===== config.mk =====
export PLATFORM = sky130hd
export DESIGN_NAME = lge_row_cell
export DESIGN_NICKNAME = d
export VERILOG_FILES = /design/src/rtl/lge_pkg.sv /design/src/rtl/lge_row_cell.sv
export SDC_FILE = /design/constraint.sdc
export NUM_CORES = 1
export LEC_CHECK = 0
export BUFFER_PORTS_ARGS = -buffer_cell sky130_fd_sc_hd__buf_4
export CAP_MARGIN = 10
export CORE_UTILIZATION = 52
export CTS_BUF_LIST = sky130_fd_sc_hd__clkbuf_2 sky130_fd_sc_hd__clkbuf_4 sky130_fd_sc_hd__clkbuf_8
export DETAILED_ROUTE_END_ITERATION = 7
export PLACE_DENSITY = 0.93
export SLEW_MARGIN = 5
export SYNTH_ARGS = -nofsm -noshare
export SYNTH_HDL_FRONTEND = slang
export SYNTH_SLANG_ARGS = --single-unit

===== constraint.sdc =====
create_clock -name i_clk -period 3.12 [get_ports i_clk]
set_input_delay 0.624 -clock i_clk [delete_from_list [all_inputs] [get_ports i_clk]]
set_output_delay 0.624 -clock i_clk [all_outputs]
set_load 0.005 [all_outputs]

===== src/rtl/lge_pkg.sv =====
// Shared constants and types for the life generation engine.
package lge_pkg;

    localparam int ROWS       = 32;
    localparam int COLS       = 64;
    localparam int ROW_IDX_W  = (ROWS > 1) ? $clog2(ROWS) : 1;

    // Stream field widths
    localparam int REQ_F_W    = 2;
    localparam int ROW_F_W    = 5;
    localparam int COL_F_W    = 6;
    localparam int CELLS_F_W  = 64;
    localparam int GEN_W      = 32;
    localparam int IN_W       = 16;
    localparam int OUT_W      = 104;
    localparam int OUT_PAD_W  = OUT_W - (ROW_F_W + CELLS_F_W + GEN_W);

    // Rule B3/S23 neighbor counts
    localparam logic [3:0] BIRTH_COUNT = 4'd3;
    localparam logic [3:0] SURVIVE_LOW = 4'd2;

    typedef enum logic [REQ_F_W-1:0] {
        REQ_CLEAR  = 2'd0,
        REQ_TOGGLE = 2'd1,
        REQ_STEP   = 2'd2
    } t_req;

    typedef enum logic {
        ST_IDLE,
        ST_STEP
    } t_state;

    // Control shared by every row cell of the chain
    typedef struct packed {
        logic clear;
        logic shift;
    } t_cell_ctl;

endpackage


===== src/rtl/lge_row_cell.sv =====
// One grid row held in the cell chain; shifts toward row zero during a step.
module lge_row_cell import lge_pkg::*; (
    input  logic            i_clk,
    input  logic            i_rst_n,
    input  t_cell_ctl       i_ctl,
    input  logic            i_toggle,
    input  logic [COLS-1:0] i_mask,
    input  logic [COLS-1:0] i_from_next,
    output logic [COLS-1:0] o_row
);

    logic [COLS-1:0] r_row;
    logic [COLS-1:0] n_row;

    // Pick the next row: take the neighbor's row on shift, else flip the toggled cell
    always_comb begin
        n_row = r_row;
        if (i_ctl.shift) begin
            n_row = i_from_next;
        end else if (i_toggle) begin
            n_row = r_row ^ i_mask;
        end
    end

    always_ff @(posedge i_clk) begin
        if (!i_rst_n || i_ctl.clear) begin
            r_row <= '0;
        end else begin
            r_row <= n_row;
        end
    end

    assign o_row = r_row;

endmodule


==> results.py, run 1 <==
metrics = {
    "run_status": {
        "outcome": "completed",
    },
    "logic_synthesis": {
        "synth_top_family_by_area": "simple AND/OR/NAND/NOR gates",
        "synthMuxAreaShare_pct": 0,
        "synth_seq_cells": 64,
        "yosys.area_share.simple_pct": 46.0,
        "synth_compound_area_share_pct": 14.9,
        "synth_cell_types": 13,
        "ys_seq_area_share_pct": 32.1,
        "ys_warn_count": 0,
        "synthAdderAreaFrac_pct": 0,
        "synth_area_per_cell_sq_um": 11.0,
        "synth_nets": 496,
        "mappedNetlistArea_sq_um": 3990,
        "synthXorXnorAreaFrac_pct": 0,
        "netlist_instances": 363,
    },
    "routing": {
        "met3_length_um": 782,
        "highest_layer": "met4",
        "dr.pass1.iters": 4,
        "wl_per_cell_um": 17.3,
        "drt-initial-drc-count": 124,
        "met2_length_um": 5720,
        "postRouteWirelength_um": 10900,
        "wl_met1_um": 4120,
        "antenna_left": 0,
        "vias_per_cell": 5.90,
        "drc_errors": 0,
        "vias": 3736,
    },
    "placement": {
        "dpl.hpwl_um": 7650,
        "gp_congestion": 0.736,
        "io_buffers": 196,
        "pre_cts_slack_ns": 1.07,
    },
    "worst_setup_path": {
        "cp_max_fo": 71,
        "critPathMaxStageDelay_ns": 0.52,
        "crit_path_end_kind": "flop",
        "cpMostUsedCell": "buf_4",
        "cp-start-kind": "input pin",
        "cp_data_arrival_time_ns": 1.97,
        "crit_slowest_cell": "buf_4",
        "critPathTopFamily": "buffers and inverters",
        "r2r_slack_ns": 2.20,
        "path_buf_inv": 2,
        "crit_required_ns": 3.35,
        "criticalPathCategory": "in2reg",
        "worstPathCellList": "buf_4 -> buf_4 -> a211oi_1 -> nor4_2",
    },
    "layout": {
        "final_common_cell": "buf_4",
        "largest_reg_flops": 64,
        "multiInputGateArea_sq_um": 2440,
        "seqCellArea_sq_um": 1280,
        "antenna_cells": 0,
        "area_growth_pct": 38.6,
        "layout_common_cells": "buf_4 (197), and4b_1 (64), nor2b_1 (64), dfxtp_1 (64), nor4_2 (62)",
        "fillers": 520,
        "layout-drive-gt1-share_pct": 56.0,
        "nets": 665,
    },
    "floorplanning": {
        "initial_core_util_pct": 54.4,
        "dieArea_sq_um": 8030,
        "row_count": 31,
        "num_io_pins": 197,
        "fp.dieW_um": 89.6,
        "core-area_sq_um": 7330,
        "die_h_um": 89.6,
    },
    "sta": {
        "relSlewSlack_pct": 26.9,
        "rsz0062_at_grt": "no",
        "setup_tns_ns": 0,
        "skew_ns": 0,
        "worst_pin_slew_ns": 1.10,
        "finalSetupViolations": 0,
        "hold_violations": 0,
        "clock.fmax_ghz": 0.576,
        "final_max_slew_viol_count": 0,
        "finalWorstSetupSlack_ns": 1.38,
        "period_share_pct": 55.6,
        "fin_crit_ns": 1.74,
    },
    "clock_network": {
        "cts_tree": "done",
        "postCtsSetupBuffers": 0,
        "path_clk_slew_ns": 0.07,
        "cts_resized": 0,
        "cts-htree-levels": 3,
        "cts_root_buf": "clkbuf_8",
        "tritoncts.num_buffers": 9,
        "ctsHoldBuffers": 0,
        "clockBufferDepth": 2,
        "clk_latency_ns": 0.33,
        "cts_sinks": 64,
    },
    "global_routing": {
        "grt_pass1_vias": 3471,
        "grt_max_degree": 88,
        "grt_overflow": 0,
        "grt_usage_pct": 26.0,
        "grt_pass1_wl_um": 15900,
        "antenna_found_initial": 0,
    },
    "power_and_ir_drop": {
        "total_power_mw": 1.95,
        "ir_worst_vdd_v": 0.000216,
        "power_density_nw_per_um2": 352,
        "p_leak_nw": 2.37,
    },
    "job": {
        "cap_viol_max_count": 0,
    },
    "worst_hold_path": {
        "hold_class": "in2reg",
    },
}
-- logic make-up (layout without fill, tap and decap cells) --
group	count (synthesis)	after routing
flip-flops	64	64
AO/OA/AOI/OAI	64	64
buffers and inverters	42	213
AND/OR/NAND/NOR	193	193
-- metrics by stage --
| step | utilization, % | cells | hold WS (ns) | instance area, sq um |
|---|---|---|---|---|
| detailed placement | 73.4 | 620 | 0.600 | 5380 |
| floorplan | - | 363 | 0.582 | 3990 |
| finish | 75.5 | 633 | 0.565 | 5530 |
| global route | 75.5 | 633 | 0.552 | 5530 |
| CTS | 75.5 | 633 | 0.556 | 5530 |
| global placement | 73.4 | 620 | 0.580 | 5380 |
-- Yosys cell counts, drive strengths merged --
cell / count / area, sq um
a211oi: 64 / 596
and4b: 64 / 641
buf: 29 / 229
clkbuf: 13 / 48.8
dfxtp: 64 / 1280
nand2b: 1 / 6.26
nor2b: 64 / 400
nor4: 64 / 788
-- worst paths after layout --
path                            cells after the start                endpoint                   start
worst max-delay path                                4  o_row[49]$_SDFFE_PP0P_                i_toggle
worst min-delay path                                3  o_row[63]$_SDFFE_PP0P_         i_from_next[63]
worst max register to register                      2   o_row[1]$_SDFFE_PP0P_   o_row[1]$_SDFFE_PP0P_
worst min register to register                      2  o_row[62]$_SDFFE_PP0P_  o_row[62]$_SDFFE_PP0P_
-- worst min-delay path: cells and delay by family --
kind	cells	cell delay, ns
AND/OR/NAND/NOR	2	0.15
buffers and inverters	1	0.08
-- routing by layer --
layer	up-vias	track usage, %
li1	1782	-
met1	1791	25.9
met2	137	48.2
met3	26	8.78
met4	0	12.7
met5	-	0
-- area by class of cell --
type / count / area share [%]
multi-input combinational: 257 / 44.1
timing repair buffer: 200 / 27.8
sequential: 64 / 23.2
clock buffer: 11 / 2.51
tap: 99 / 2.24
clock inverter: 2 / 0.181
-- power breakdown --
| group | switching (mW) | internal, mW | total (mW) |
|---|---|---|---|
| Clock | 0.304 | 0.290 | 0.594 |
| Combinational | 0.197 | 0.263 | 0.460 |
| Sequential | 0.0359 | 0.860 | 0.896 |
Note: power is estimated with default switching activity, not from simulation.
==> run 2: changes to the inputs <==
--- a/config.mk
+++ b/config.mk
@@ -7,10 +7,10 @@
 export LEC_CHECK = 0
 export BUFFER_PORTS_ARGS = -buffer_cell sky130_fd_sc_hd__buf_4
 export CAP_MARGIN = 10
-export CORE_UTILIZATION = 52
+export CORE_UTILIZATION = 43
 export CTS_BUF_LIST = sky130_fd_sc_hd__clkbuf_2 sky130_fd_sc_hd__clkbuf_4 sky130_fd_sc_hd__clkbuf_8
 export DETAILED_ROUTE_END_ITERATION = 7
-export PLACE_DENSITY = 0.93
+export PLACE_DENSITY = 0.83
 export SLEW_MARGIN = 5
 export SYNTH_ARGS = -nofsm -noshare
 export SYNTH_HDL_FRONTEND = slang
==> constraint.sdc (replaced) <==
create_clock -name i_clk -period 1.5 [get_ports i_clk]
set_input_delay 0.3 -clock i_clk [delete_from_list [all_inputs] [get_ports i_clk]]
set_output_delay 0.3 -clock i_clk [all_outputs]
set_load 0.005 [all_outputs]
==> run 2 against run 1 <==
Effect of this change:
- the run now ends with DRC left
- die area rose by 20%
- combinational power increased by 110%
- first-iteration DRC count down 24%
- clock skew unchanged
- total power rose by 120%
- final cell count grew 3.3%
- clock-buffer cell count rose by 2
- largest power group unchanged
- design area is 2.7% higher
- largest cell class unchanged
- clock power is 150% higher
- critical path depth is 3 lower
==> results.py, run 2 (synthesis gave the netlist of run 1 again) <==
metrics = {
    "worst_hold_path": {
        "hold_path_depth": 3,
        "hold_class": "in2reg",
    },
    "sta": {
        "holdWs_ns": 0.247,
        "setup_tns_ns": 0,
        "period_share_pct": 76.3,
        "relSlewSlack_pct": 70.3,
        "finalSetupViolations": 0,
        "worst_pin_slew_ns": 0.446,
        "fin_crit_ns": 1.14,
        "clock.fmax_ghz": 0.874,
        "hold_violations": 0,
        "final_max_slew_viol_count": 0,
        "rsz0062_at_grt": "no",
        "skew_ns": 0,
    },
    "layout": {
        "final_common_cell": "buf_4",
        "seqCellArea_sq_um": 1280,
        "fillers": 730,
        "largest_reg_flops": 64,
        "layout_common_cells": "buf_4 (204), and4b_1 (64), nor2b_1 (64), dfxtp_1 (64), nor4_2 (62)",
        "antenna_cells": 0,
        "layout-drive-gt1-share_pct": 57.0,
        "multiInputGateArea_sq_um": 2440,
        "area_growth_pct": 42.4,
        "nets": 674,
    },
    "routing": {
        "wl_per_cell_um": 16.0,
        "dr.pass1.iters": 8,
        "antenna_left": 0,
        "drt-initial-drc-count": 94,
        "drc_errors": 15,
        "postRouteWirelength_um": 10500,
        "vias": 3678,
        "vias_per_cell": 5.62,
    },
    "power_and_ir_drop": {
        "power_density_nw_per_um2": 758,
        "p_leak_nw": 2.44,
        "ir_worst_vdd_v": 0.000398,
        "total_power_mw": 4.31,
    },
    "clock_network": {
        "postCtsSetupBuffers": 0,
        "tritoncts.num_buffers": 9,
        "cts-htree-levels": 3,
        "path_clk_slew_ns": 0.07,
        "cts_tree": "done",
        "cts_resized": 0,
        "cts_sinks": 64,
        "clk_latency_ns": 0.32,
        "clockBufferDepth": 2,
        "ctsHoldBuffers": 0,
        "cts_root_buf": "clkbuf_8",
    },
    "floorplanning": {
        "fp.dieW_um": 98.3,
        "die_h_um": 98.3,
        "row_count": 34,
        "initial_core_util_pct": 45.1,
        "core-area_sq_um": 8850,
        "num_io_pins": 197,
        "dieArea_sq_um": 9670,
    },
    "worst_setup_path": {
        "cp_data_arrival_time_ns": 0.84,
        "worstPathCellList": "buf_4",
        "crit_slowest_cell": "dfxtp_1",
        "critPathTopFamily": "flip-flops",
        "crit_path_end_kind": "output pin",
        "cp-start-kind": "flop",
        "path_buf_inv": 1,
        "crit_required_ns": 1.20,
        "cp_num_cells": 1,
        "critPathMaxStageDelay_ns": 0.38,
        "cp_max_fo": 3,
        "criticalPathCategory": "reg2out",
        "r2r_cells": 2,
    },
    "placement": {
        "io_buffers": 196,
        "dpl.hpwl_um": 7500,
        "gp_congestion": 0.730,
    },
    "global_routing": {
        "grt_max_degree": 80,
        "antenna_found_initial": 0,
        "grt_pass1_wl_um": 17100,
        "grt_pass1_vias": 3698,
        "grt_overflow": 0,
        "grt_usage_pct": 21.7,
    },
    "run_status": {
        "outcome": "finished, violations left",
        "violations": "DRC",
    },
    "job": {
        "cap_viol_max_count": 0,
    },
}
==> run 2: changes by cell type in the layout (fill, tap and decap cells not counted), sizes merged <==
cell,change
clkinv,-1
clkinvlp,+1
bufinv,+1
clkbuf,+2
buf,+9
==> run 2: layout make-up <==
type / count / area share, %
clock buffers: 13 / 2.71
clock inverters: 3 / 0.749
multi-input cells: 257 / 42.9
flip-flops and latches: 64 / 22.5
well taps: 108 / 2.38
repair buffers: 209 / 28.7
==> run 2: worst register-to-register path, cell delays in order (launching register included) <==
cell and delay [ns]:
dfxtp_1 0.33, and4b_1 0.22, nor4_2 0.24
==> run 2: per-layer routing <==
layer  global-route usage [%]  wire length, um  vias to the layer above
li1                         -                -                     1809
met5                        0                0                        -
met2                     37.3             5080                      140
met4                     8.04              184                        0
met1                     25.7             4330                     1711
met3                     6.37              891                       18
==> run 2: path summary, 6_finish.rpt <==
kind                          startpoint  slack [ns]                      to
hold reg to reg   o_row[61]$_SDFFE_PP0P_        0.62  o_row[61]$_SDFFE_PP0P_
setup / recovery   o_row[5]$_SDFFE_PP0P_        0.36                o_row[5]
setup reg to reg  o_row[21]$_SDFFE_PP0P_        0.62  o_row[21]$_SDFFE_PP0P_
hold / removal           i_from_next[28]        0.25  o_row[28]$_SDFFE_PP0P_
==> run 2: stage by stage <==
stage               utilization [%]  instance area [sq um]  cells  setup WS, ns
global placement               62.0                   5490    638         0.253
CTS                            64.2                   5680    654         0.331
detailed placement             62.0                   5490    638         0.142
floorplan                         -                   3990    363         0.345
global route                   64.2                   5680    654         0.300
finish                         64.2                   5680    654         0.355
==> run 2: report_power, final <==
part	switching (mW)	total, mW	internal, mW
clock network	0.634	1.47	0.841
registers	0.0706	1.86	1.79
logic	0.409	0.977	0.568
