==> config.mk <==
export PLATFORM = sky130hd
export DESIGN_NAME = lge_rule_unit
export DESIGN_NICKNAME = d
export VERILOG_FILES = /design/src/rtl/lge_pkg.sv /design/src/rtl/lge_rule_unit.sv
export SDC_FILE = /design/constraint.sdc
export NUM_CORES = 1
export LEC_CHECK = 0
export BUFFER_PORTS_ARGS = -buffer_cell sky130_fd_sc_hd__buf_4
export CORE_ASPECT_RATIO = 1.25
export CORE_MARGIN = 5
export CORE_UTILIZATION = 58
export DETAILED_ROUTE_END_ITERATION = 10
export PLACE_DENSITY = 0.81
export SYNTH_ARGS = -nofsm -noshare
export SYNTH_HDL_FRONTEND = slang
export SYNTH_SLANG_ARGS = --single-unit
==> constraint.sdc <==
create_clock -name vclk -period 5.8
set_clock_uncertainty 0.1 [all_clocks]
set_input_delay 1.16 -clock vclk [all_inputs]
set_output_delay 1.16 -clock vclk [all_outputs]
set_load 0.02 [all_outputs]
==> src/rtl/lge_pkg.sv <==
// Shared constants and types for the life generation engine.
package lge_pkg;

    localparam int ROWS       = 32;
    localparam int COLS       = 64;
    localparam int ROW_IDX_W  = (ROWS > 1) ? $clog2(ROWS) : 1;

    // Stream field widths
    localparam int REQ_F_W    = 2;
    localparam int ROW_F_W    = 5;
    localparam int COL_F_W    = 6;
    localparam int CELLS_F_W  = 64;
    localparam int GEN_W      = 32;
    localparam int IN_W       = 16;
    localparam int OUT_W      = 104;
    localparam int OUT_PAD_W  = OUT_W - (ROW_F_W + CELLS_F_W + GEN_W);

    // Rule B3/S23 neighbor counts
    localparam logic [3:0] BIRTH_COUNT = 4'd3;
    localparam logic [3:0] SURVIVE_LOW = 4'd2;

    typedef enum logic [REQ_F_W-1:0] {
        REQ_CLEAR  = 2'd0,
        REQ_TOGGLE = 2'd1,
        REQ_STEP   = 2'd2
    } t_req;

    typedef enum logic {
        ST_IDLE,
        ST_STEP
    } t_state;

    // Control shared by every row cell of the chain
    typedef struct packed {
        logic clear;
        logic shift;
    } t_cell_ctl;

endpackage

==> src/rtl/lge_rule_unit.sv <==
// Next-generation row from a three-row window by rule B3/S23.
module lge_rule_unit import lge_pkg::*; (
    input  logic [COLS-1:0] i_above,
    input  logic [COLS-1:0] i_here,
    input  logic [COLS-1:0] i_below,
    output logic [COLS-1:0] o_next
);

    logic [COLS+1:0] w_a;
    logic [COLS+1:0] w_h;
    logic [COLS+1:0] w_b;
    logic [3:0]      w_cnt [COLS];

    // Pad with dead cells past both edges
    assign w_a = {1'b0, i_above, 1'b0};
    assign w_h = {1'b0, i_here,  1'b0};
    assign w_b = {1'b0, i_below, 1'b0};

    // Count the eight neighbors of each column and apply the rule
    always_comb begin
        for (int c = 0; c < COLS; c++) begin
            w_cnt[c] = 4'(w_a[c]) + 4'(w_a[c+1]) + 4'(w_a[c+2])
                     + 4'(w_h[c])                + 4'(w_h[c+2])
                     + 4'(w_b[c]) + 4'(w_b[c+1]) + 4'(w_b[c+2]);
            if (i_here[c]) begin
                o_next[c] = (w_cnt[c] == SURVIVE_LOW) || (w_cnt[c] == BIRTH_COUNT);
            end else begin
                o_next[c] = (w_cnt[c] == BIRTH_COUNT);
            end
        end
    end

endmodule

==> results of run 1 <==
cells in the final DEF (no fill, tap or decap), drive strengths merged:
| master | n |
|---|---|
| or2 | 61 |
| nor3 | 1 |
| fa | 252 |
| nor3b | 2 |
| ha | 188 |
| a31oi | 1 |
| nand3 | 61 |
| buf | 256 |
| nor2b | 1 |
| a21oi | 122 |
| nor2 | 4 |
| inv | 440 |
| o21ai | 61 |
| nand2 | 1 |
worst max-delay path: cells and delay by family:
| kind | cells | cell delay [ns] |
|---|---|---|
| AO/OA/AOI/OAI | 2 | 0.36 |
| adder cells (fa/ha/maj) | 5 | 2.18 |
| buffers and inverters | 4 | 0.40 |
metal layers:
layer | up-vias | routed length (um) | GRT usage
li1 | 4108 | - | -
met1 | 4033 | 8570 | 0.257
met2 | 202 | 12100 | 0.416
met3 | 25 | 1070 | 0.0220
met4 | 0 | 367 | 0.0257
met5 | - | 0 | 0
power groups by stage:
| stage | sequential [W] | combinational (W) | clock (W) |
|---|---|---|---|
| after detailed placement | 0 | 0.00246 | 0 |
| after CTS | 0 | 0.00248 | 0 |
| after global placement | 0 | 0.00233 | 0 |
| after floorplan | 0 | 0.00165 | 0 |
| after global routing | 0 | 0.00283 | 0 |
| final | 0 | 0.00244 | 0 |
stage by stage:
stage | worst slack, ns | area [um^2] | total power (W)
6_report | 0.448 | 12900 | 0.00244
5_1_grt | 0.318 | 12900 | 0.00283
4_1_cts | 0.421 | 12900 | 0.00248
3_5_place_dp | 0.435 | 12900 | 0.00246
3_3_place_gp | 0.489 | 12900 | 0.00233
2_1_floorplan | 0.692 | 10700 | 0.00165
kinds of logic (layout without fill, tap and decap cells):
group / count (synthesis) / after routing
AOI/OAI and AO/OA: 184 / 184
adders and majority gates: 440 / 440
and+or+nand+nor: 131 / 131
buffers and inverters: 440 / 696
how the worst min path moves through the flow:
stage / startpoint / endpoint / slack (ns) / depth (start not counted)
final: i_here[0] / o_next[0] / 2.62 / 4
after global routing: i_here[49] / o_next[49] / 2.66 / 4
after CTS: i_here[51] / o_next[51] / 2.62 / 4
after detailed placement: i_here[49] / o_next[49] / 2.62 / 4
after global placement: i_here[0] / o_next[0] / 2.61 / 4
after floorplan: i_here[0] / o_next[0] / 2.39 / 2
layout make-up:
type,instances,area (um^2)
Tap cell,228,285
Multi-Input combinational cell,755,9050
Timing Repair Buffer,256,1920
Inverter,440,1650
Fill cell,1407,5260
cells in the mapped netlist:
| master | instances | area share |
|---|---|---|
| a21oi_1 | 122 | 0.057 |
| a31oi_1 | 1 | 0.00058 |
| fa_1 | 252 | 0.47 |
| ha_1 | 188 | 0.22 |
| inv_1 | 440 | 0.15 |
| nand2_1 | 1 | 0.00035 |
| nand3_1 | 61 | 0.029 |
| nor2_1 | 4 | 0.0014 |
| nor2b_1 | 1 | 0.00058 |
| nor3_1 | 1 | 0.00047 |
| nor3b_1 | 2 | 0.0014 |
| o21ai_0 | 61 | 0.029 |
| or2_0 | 32 | 0.019 |
| or2_1 | 29 | 0.017 |
==> flow_metrics.tcl, run 1 <==
set metrics [dict create \
    critical_path_class "in -> out" \
    p_int_w 0.00109 \
    cp_max_fo 2 \
    wl_per_cell_um 13.1 \
    seqPwrFrac 0 \
    grt_pass1_wl_um 39600 \
    hold_violations 0 \
    design.core.area_um2 18200 \
    holdWs_ns 2.62 \
    synth.net_count 1827 \
    dp_cells 1679 \
    gp_congestion 0.857 \
    start_util 0.589 \
    cpMostUsedCell "fa_1" \
    rows 55 \
    crit_path_start "i_above[36]" \
    dieHeight_um 162 \
    cp.required_ns 4.54 \
    syn_area_um2 10700 \
    via_count 8368 \
    max_freq_mhz 187 \
    crit_path_end_kind "output pin" \
    final_cells 1679 \
    pwr-share-clk 0 \
    worstPathArrival_ns 4.09 \
    die-area_um2 21300 \
    clkbuf_count 0 \
    pin_count 256 \
    tns_ns 0 \
    maxSlewViolCount 0 \
    postCtsSetupBuffers 0 \
    n_sequential_cell 0 \
    diodes 0 \
    min_period_ns 5.35 \
    register_area_um2 0 \
    p_per_area_nw_per_um2 189 \
    firstDrtPassIters 6 \
    drc_errors 0 \
    worst_slew_pin_slew_ns 0.280 \
    dp_hpwl_um 21600 \
    hold_path_class "in -> out" \
    crit_path_max_incr_delay_ns 0.56 \
    yosys_warnings 0 \
    synthAdderAreaFrac 0.691 \
    grt_use_total 0.212 \
    grt_pass1_vias 9446 \
    post-route-util 0.711 \
    ant_nets 0 \
    overflow 0 \
    die_x_um 132 \
    synth_xor_area_frac 0 \
    ir_worst_vdd_mv 0.136 \
    seq_area_frac_synth 0 \
    antenna_found_initial 0 \
    switching_share 0.553 \
    setup_viol 0 \
    period_share 0.923 \
    path_cells "buf_4 -> inv_1 -> fa_1 -> fa_1 -> fa_1 -> inv_1 -> ha_1 -> fa_1 -> o21ai_0 -> a21oi_1 -> buf_4" \
    p_comb_frac 1.000 \
    port_buffers 256 \
    grt_max_degree 4 \
    power_switching_w 0.00135 \
    vias_per_cell 4.98 \
    area_growth_pct 20.6 \
    critPathSlowestCell "fa_1" \
    synth_compound_area_frac 0.0862 \
    syn_inst 1195 \
    drt-total-wl_um 22100 \
    relSlewSlack 0.813 \
    fin_nets 2085 \
    drive_gt1_frac 0.176 \
    synth_mux_area_frac 0 \
    avgSynthCellArea_um2 8.96 \
    synth_top_family_by_area "adder cells" \
    status "complete, no violations" \
    crit_end "o_next[37]" \
    cap_violations 0 \
    rsz0062_at_grt "no" \
    hold_buffers 0 \
    dr.first_iter.drc_count 174 \
    p_leak_nw 7.37 \
    ys_types 14 \
    synth-simple-area-share 0.0684 \
    startpoint_type "input port" \
    cts-resized-gates 0 \
]
No activity file was read; power rests on OpenSTA's default activity.
==> run 2: changes to the inputs <==
Settings changed: CORE_UTILIZATION 58 to 52, PLACE_DENSITY 0.81 to 0.77.
Clock period 5.8 ns to 4.5 ns, I/O delays scaled along.
==> flow_metrics.tcl, run 2 (same netlist as run 1, synthesis figures left out) <==
set metrics [dict create \
    finalPower_w 0.00422 \
    startpoint_type "input port" \
    drt-total-wl_um 28100 \
    drive_gt1_frac 0.481 \
    worst_slew_pin_slew_ns 0.250 \
    grt_max_degree 4 \
    register_area_um2 0 \
    pwr-share-clk 0 \
    port_buffers 256 \
    dp_hpwl_um 22300 \
    die_x_um 138 \
    relSlewSlack 0.833 \
    period_share 1.06 \
    firstDrtPassIters 5 \
    rows 58 \
    violations "negative setup slack" \
    grt_pass1_wl_um 43400 \
    power_switching_w 0.00220 \
    drc_errors 0 \
    antenna_found_initial 0 \
    start_util 0.531 \
    min_period_ns 4.76 \
    n_sequential_cell 0 \
    hold_path_class "in -> out" \
    p_comb_frac 1.000 \
    dp_slack_ns -0.271 \
    cp.required_ns 3.50 \
    crit_path_end_kind "output pin" \
    p_leak_nw 7.97 \
    hold_violations 0 \
    maxSlewViolCount 0 \
    critical_path_class "in -> out" \
    diodes 0 \
    dr.first_iter.drc_count 246 \
    p_per_area_nw_per_um2 269 \
    grt_pass1_vias 10028 \
    area_growth_pct 46.3 \
    pin_count 256 \
    layout_commonest_cell "inv_1" \
    seqPwrFrac 0 \
    ant_nets 0 \
    worstPathArrival_ns 3.76 \
    fin_nets 2211 \
    crit_path_start "i_above[15]" \
    clkbuf_count 0 \
    switching_share 0.522 \
    p_int_w 0.00202 \
    via_count 9286 \
    hold_start "i_here[49]" \
    design.core.area_um2 20200 \
    rsz0062_at_grt "yes" \
    fin_ws_ns -0.262 \
    layout_common_cells "inv_1, buf_4, fa_1" \
    gp_congestion 0.847 \
    setup_viol 61 \
    die-area_um2 23600 \
    nFillCells 1209 \
    wl_per_cell_um 15.2 \
    overflow 0 \
    vias_per_cell 5.03 \
    cp_max_fo 2 \
    ir_worst_vdd_mv 0.210 \
    post-route-util 0.776 \
    cap_violations 0 \
    status "complete, but fails checks" \
    max_freq_mhz 210 \
    grt_use_total 0.213 \
    dieHeight_um 170 \
]
run 2: path summary, 6_finish.rpt:
check / to / cells past startpoint
setup / recovery: o_next[16] / 11
hold / removal: o_next[49] / 4
run 2: final cells by class:
class	instances	area, um^2	share of cell area
Multi-Input combinational cell	755	10100	0.644
Timing Repair Buffer	382	3400	0.217
Inverter	440	1830	0.117
Tap cell	270	338	0.0216
run 2: power by group through the flow:
stage | clock, W | combinational [W] | sequential [W]
finish | 0 | 0.00422 | 0
global route | 0 | 0.00474 | 0
CTS | 0 | 0.00377 | 0
detailed placement | 0 | 0.00337 | 0
global placement | 0 | 0.00320 | 0
floorplan | 0 | 0.00228 | 0
run 2: metrics by stage:
stage                     instances  setup TNS (ns)  area, um^2  hold slack, ns
after floorplan                1195               0       10900            1.87
after global placement         1841          -10.73       14100            2.10
after detailed placement       1841          -12.80       14100            2.10
after CTS                      1845           -7.29       15000            2.08
after global routing           1847          -10.50       15700            2.10
final                          1847           -5.58       15700            2.06
run 2: per-layer routing:
layer / wire length [um] / track usage / vias to the layer above / share of wire
met3: 1320 / 0.0219 / 47 / 0.047
met5: 0 / 0 / - / 0
met2: 16200 / 0.430 / 265 / 0.58
li1: - / - / 4384 / -
met1: 9920 / 0.254 / 4590 / 0.35
met4: 604 / 0.0163 / 0 / 0.022
run 2: what timing repair did:
action / CTS / global route
endpoints found under the setup margin: 61 / 62
gates resized for setup: 438 / 204
buffers inserted: 4 / 2
pin swaps: 187 / 120
hold endpoints to repair: 0 / 0
hold buffers: 0 / 0
run 2: worst max-delay path, cell delays in order:
cell,delay [ns]
buf_8,0.08
inv_6,0.03
fa_1,0.54
fa_1,0.44
fa_1,0.52
inv_1,0.06
ha_2,0.20
fa_2,0.37
or2_1,0.27
a21oi_2,0.21
buf_6,0.15
==> run 3: changes to the inputs <==
--- a/config.mk
+++ b/config.mk
@@ -12,4 +12,5 @@
 export DETAILED_ROUTE_END_ITERATION = 10
 export PLACE_DENSITY = 0.77
+export RECOVER_POWER = 25
 export SYNTH_ARGS = -nofsm -noshare
 export SYNTH_HDL_FRONTEND = slang
==> constraint.sdc (replaced) <==
create_clock -name vclk -period 4.5
set_clock_uncertainty 0.1 [all_clocks]
set_input_delay 0.225 -clock vclk [all_inputs]
set_output_delay 0.225 -clock vclk [all_outputs]
set_load 0.1 [all_outputs]
==> flow_metrics.tcl, run 3 (same netlist as run 1, synthesis figures left out) <==
set metrics [dict create \
    dp_hpwl_um 21700 \
    pin_count 256 \
    drc_errors 0 \
    status "complete, no violations" \
    rsz0062_at_grt "no" \
    critPathSlowestCell "clkbuf_1" \
    seqPwrFrac 0 \
    hold_violations 0 \
    cp_max_fo 2 \
    dieHeight_um 170 \
    drive_gt1_frac 0.172 \
    met3_length_um 1260 \
    hold_path_class "in -> out" \
    grt_pass1_vias 9288 \
    p_int_w 0.00140 \
    crit_path_max_incr_delay_ns 0.87 \
    p_leak_nw 7.35 \
    p_per_area_nw_per_um2 351 \
    fin_nets 2085 \
    port_buffers 256 \
    p_comb_frac 1.000 \
    hold_buffers 0 \
    antenna_found_initial 1 \
    relSlewSlack 0.222 \
    grt_pass1_wl_um 39400 \
    via_count 8392 \
    cpMostUsedCell "fa_1" \
    fin_ws_ns 0.435 \
    max_freq_mhz 246 \
    power_switching_w 0.00315 \
    firstDrtPassIters 4 \
    critical_path_class "in -> out" \
    cp.required_ns 4.18 \
    hold_depth 4 \
    layout_commonest_cell "inv_1" \
    cts-resized-gates 0 \
    tns_ns 0 \
    dp_slack_ns 0.815 \
    drt-total-wl_um 22200 \
    die_x_um 138 \
    path_delay_family "adder cells" \
    wl_per_cell_um 12.9 \
    ant_nets 0 \
    postCtsSetupBuffers 0 \
    worst_slew_pin_slew_ns 1.17 \
    ir_worst_vdd_mv 0.348 \
    hold_start "i_here[38]" \
    design.core.area_um2 20200 \
    clkbuf_count 0 \
    dr.max_layer_used "met4" \
    register_area_um2 0 \
    post-route-util 0.641 \
    period_share 0.903 \
    setup_viol 0 \
    wl_met1_um 8670 \
    crit_path_end_kind "output pin" \
    path_cells "buf_4 -> inv_1 -> fa_1 -> fa_1 -> fa_1 -> inv_1 -> ha_1 -> fa_1 -> or2_1 -> a21oi_1 -> clkbuf_1" \
    startpoint_type "input port" \
    layout_common_cells "inv_1, fa_1, buf_4" \
    switching_share 0.693 \
    timing.critical_path.buf_inv 4 \
    area_growth_pct 20.9 \
    rows 58 \
    pwr-share-clk 0 \
    overflow 0 \
    die-area_um2 23600 \
    worstPathArrival_ns 3.74 \
    n_sequential_cell 0 \
    min_period_ns 4.07 \
    holdWs_ns 0.866 \
    wl_met2_um 11700 \
    finalPower_w 0.00455 \
    maxSlewViolCount 0 \
    grt_use_total 0.193 \
    cap_violations 0 \
    vias_per_cell 4.87 \
    gp_congestion 0.846 \
    start_util 0.531 \
    grt_max_degree 4 \
    dr.first_iter.drc_count 177 \
    min_to "o_next[38]" \
]
==> run 3: cell count changes in the layout (fill, tap and decap cells not counted), moves of 29 or more <==
cell,change
a21oi_1,+61
a21oi_2,-61
buf_4,-29
buf_6,-68
buf_8,-35
fa_1,+62
fa_2,-62
ha_1,+61
ha_4,-33
inv_1,+149
inv_2,-79
inv_4,-67
o21ai_0,+59
o21ai_2,-42
==> run 3: area by class of cell <==
class / instances / area, um^2
diodes: 1 / 2.50
repair buffers: 256 / 1900
fillers: 1770 / 7240
inverters: 440 / 1650
multi-input cells: 755 / 9050
well taps: 270 / 338
==> run 3: metrics by stage <==
stage,instances,instance area (um^2)
after floorplan,1195,10700
after global placement,1721,13000
after detailed placement,1721,13000
after CTS,1721,13000
after global routing,1722,12900
final,1722,12900
==> run 3: how the worst max path moves through the flow <==
| stage | startpoint | end | slack (ns) | cells after the start |
|---|---|---|---|---|
| finish | i_above[4] | o_next[5] | 0.43 | 11 |
| global route | i_above[8] | o_next[8] | 0.34 | 11 |
| floorplan | i_above[2] | o_next[1] | 0.03 | 6 |
| global placement | i_above[30] | o_next[31] | 0.87 | 11 |
| CTS | i_above[30] | o_next[31] | 0.81 | 11 |
| detailed placement | i_above[30] | o_next[31] | 0.81 | 11 |
==> run 3: power by group through the flow <==
| stage | logic (W) | registers (W) | clock network (W) |
|---|---|---|---|
| global placement | 0.00444 | 0 | 0 |
| floorplan | 0.00354 | 0 | 0 |
| detailed placement | 0.00459 | 0 | 0 |
| CTS | 0.00462 | 0 | 0 |
| global route | 0.00507 | 0 | 0.0000000000297 |
| finish | 0.00455 | 0 | 0.0000000000297 |
==> run 3: tightest hold or removal path, delay by kind of cell <==
family          cells  cell delay, ns
compound gates      2            0.18
buf+inv             2            0.34
==> run 3: layer usage <==
| layer | up-vias | track usage |
|---|---|---|
| met5 | - | 0 |
| met4 | 0 | 0.0352 |
| met3 | 28 | 0.0264 |
| met2 | 220 | 0.368 |
| met1 | 4039 | 0.234 |
| li1 | 4105 | - |
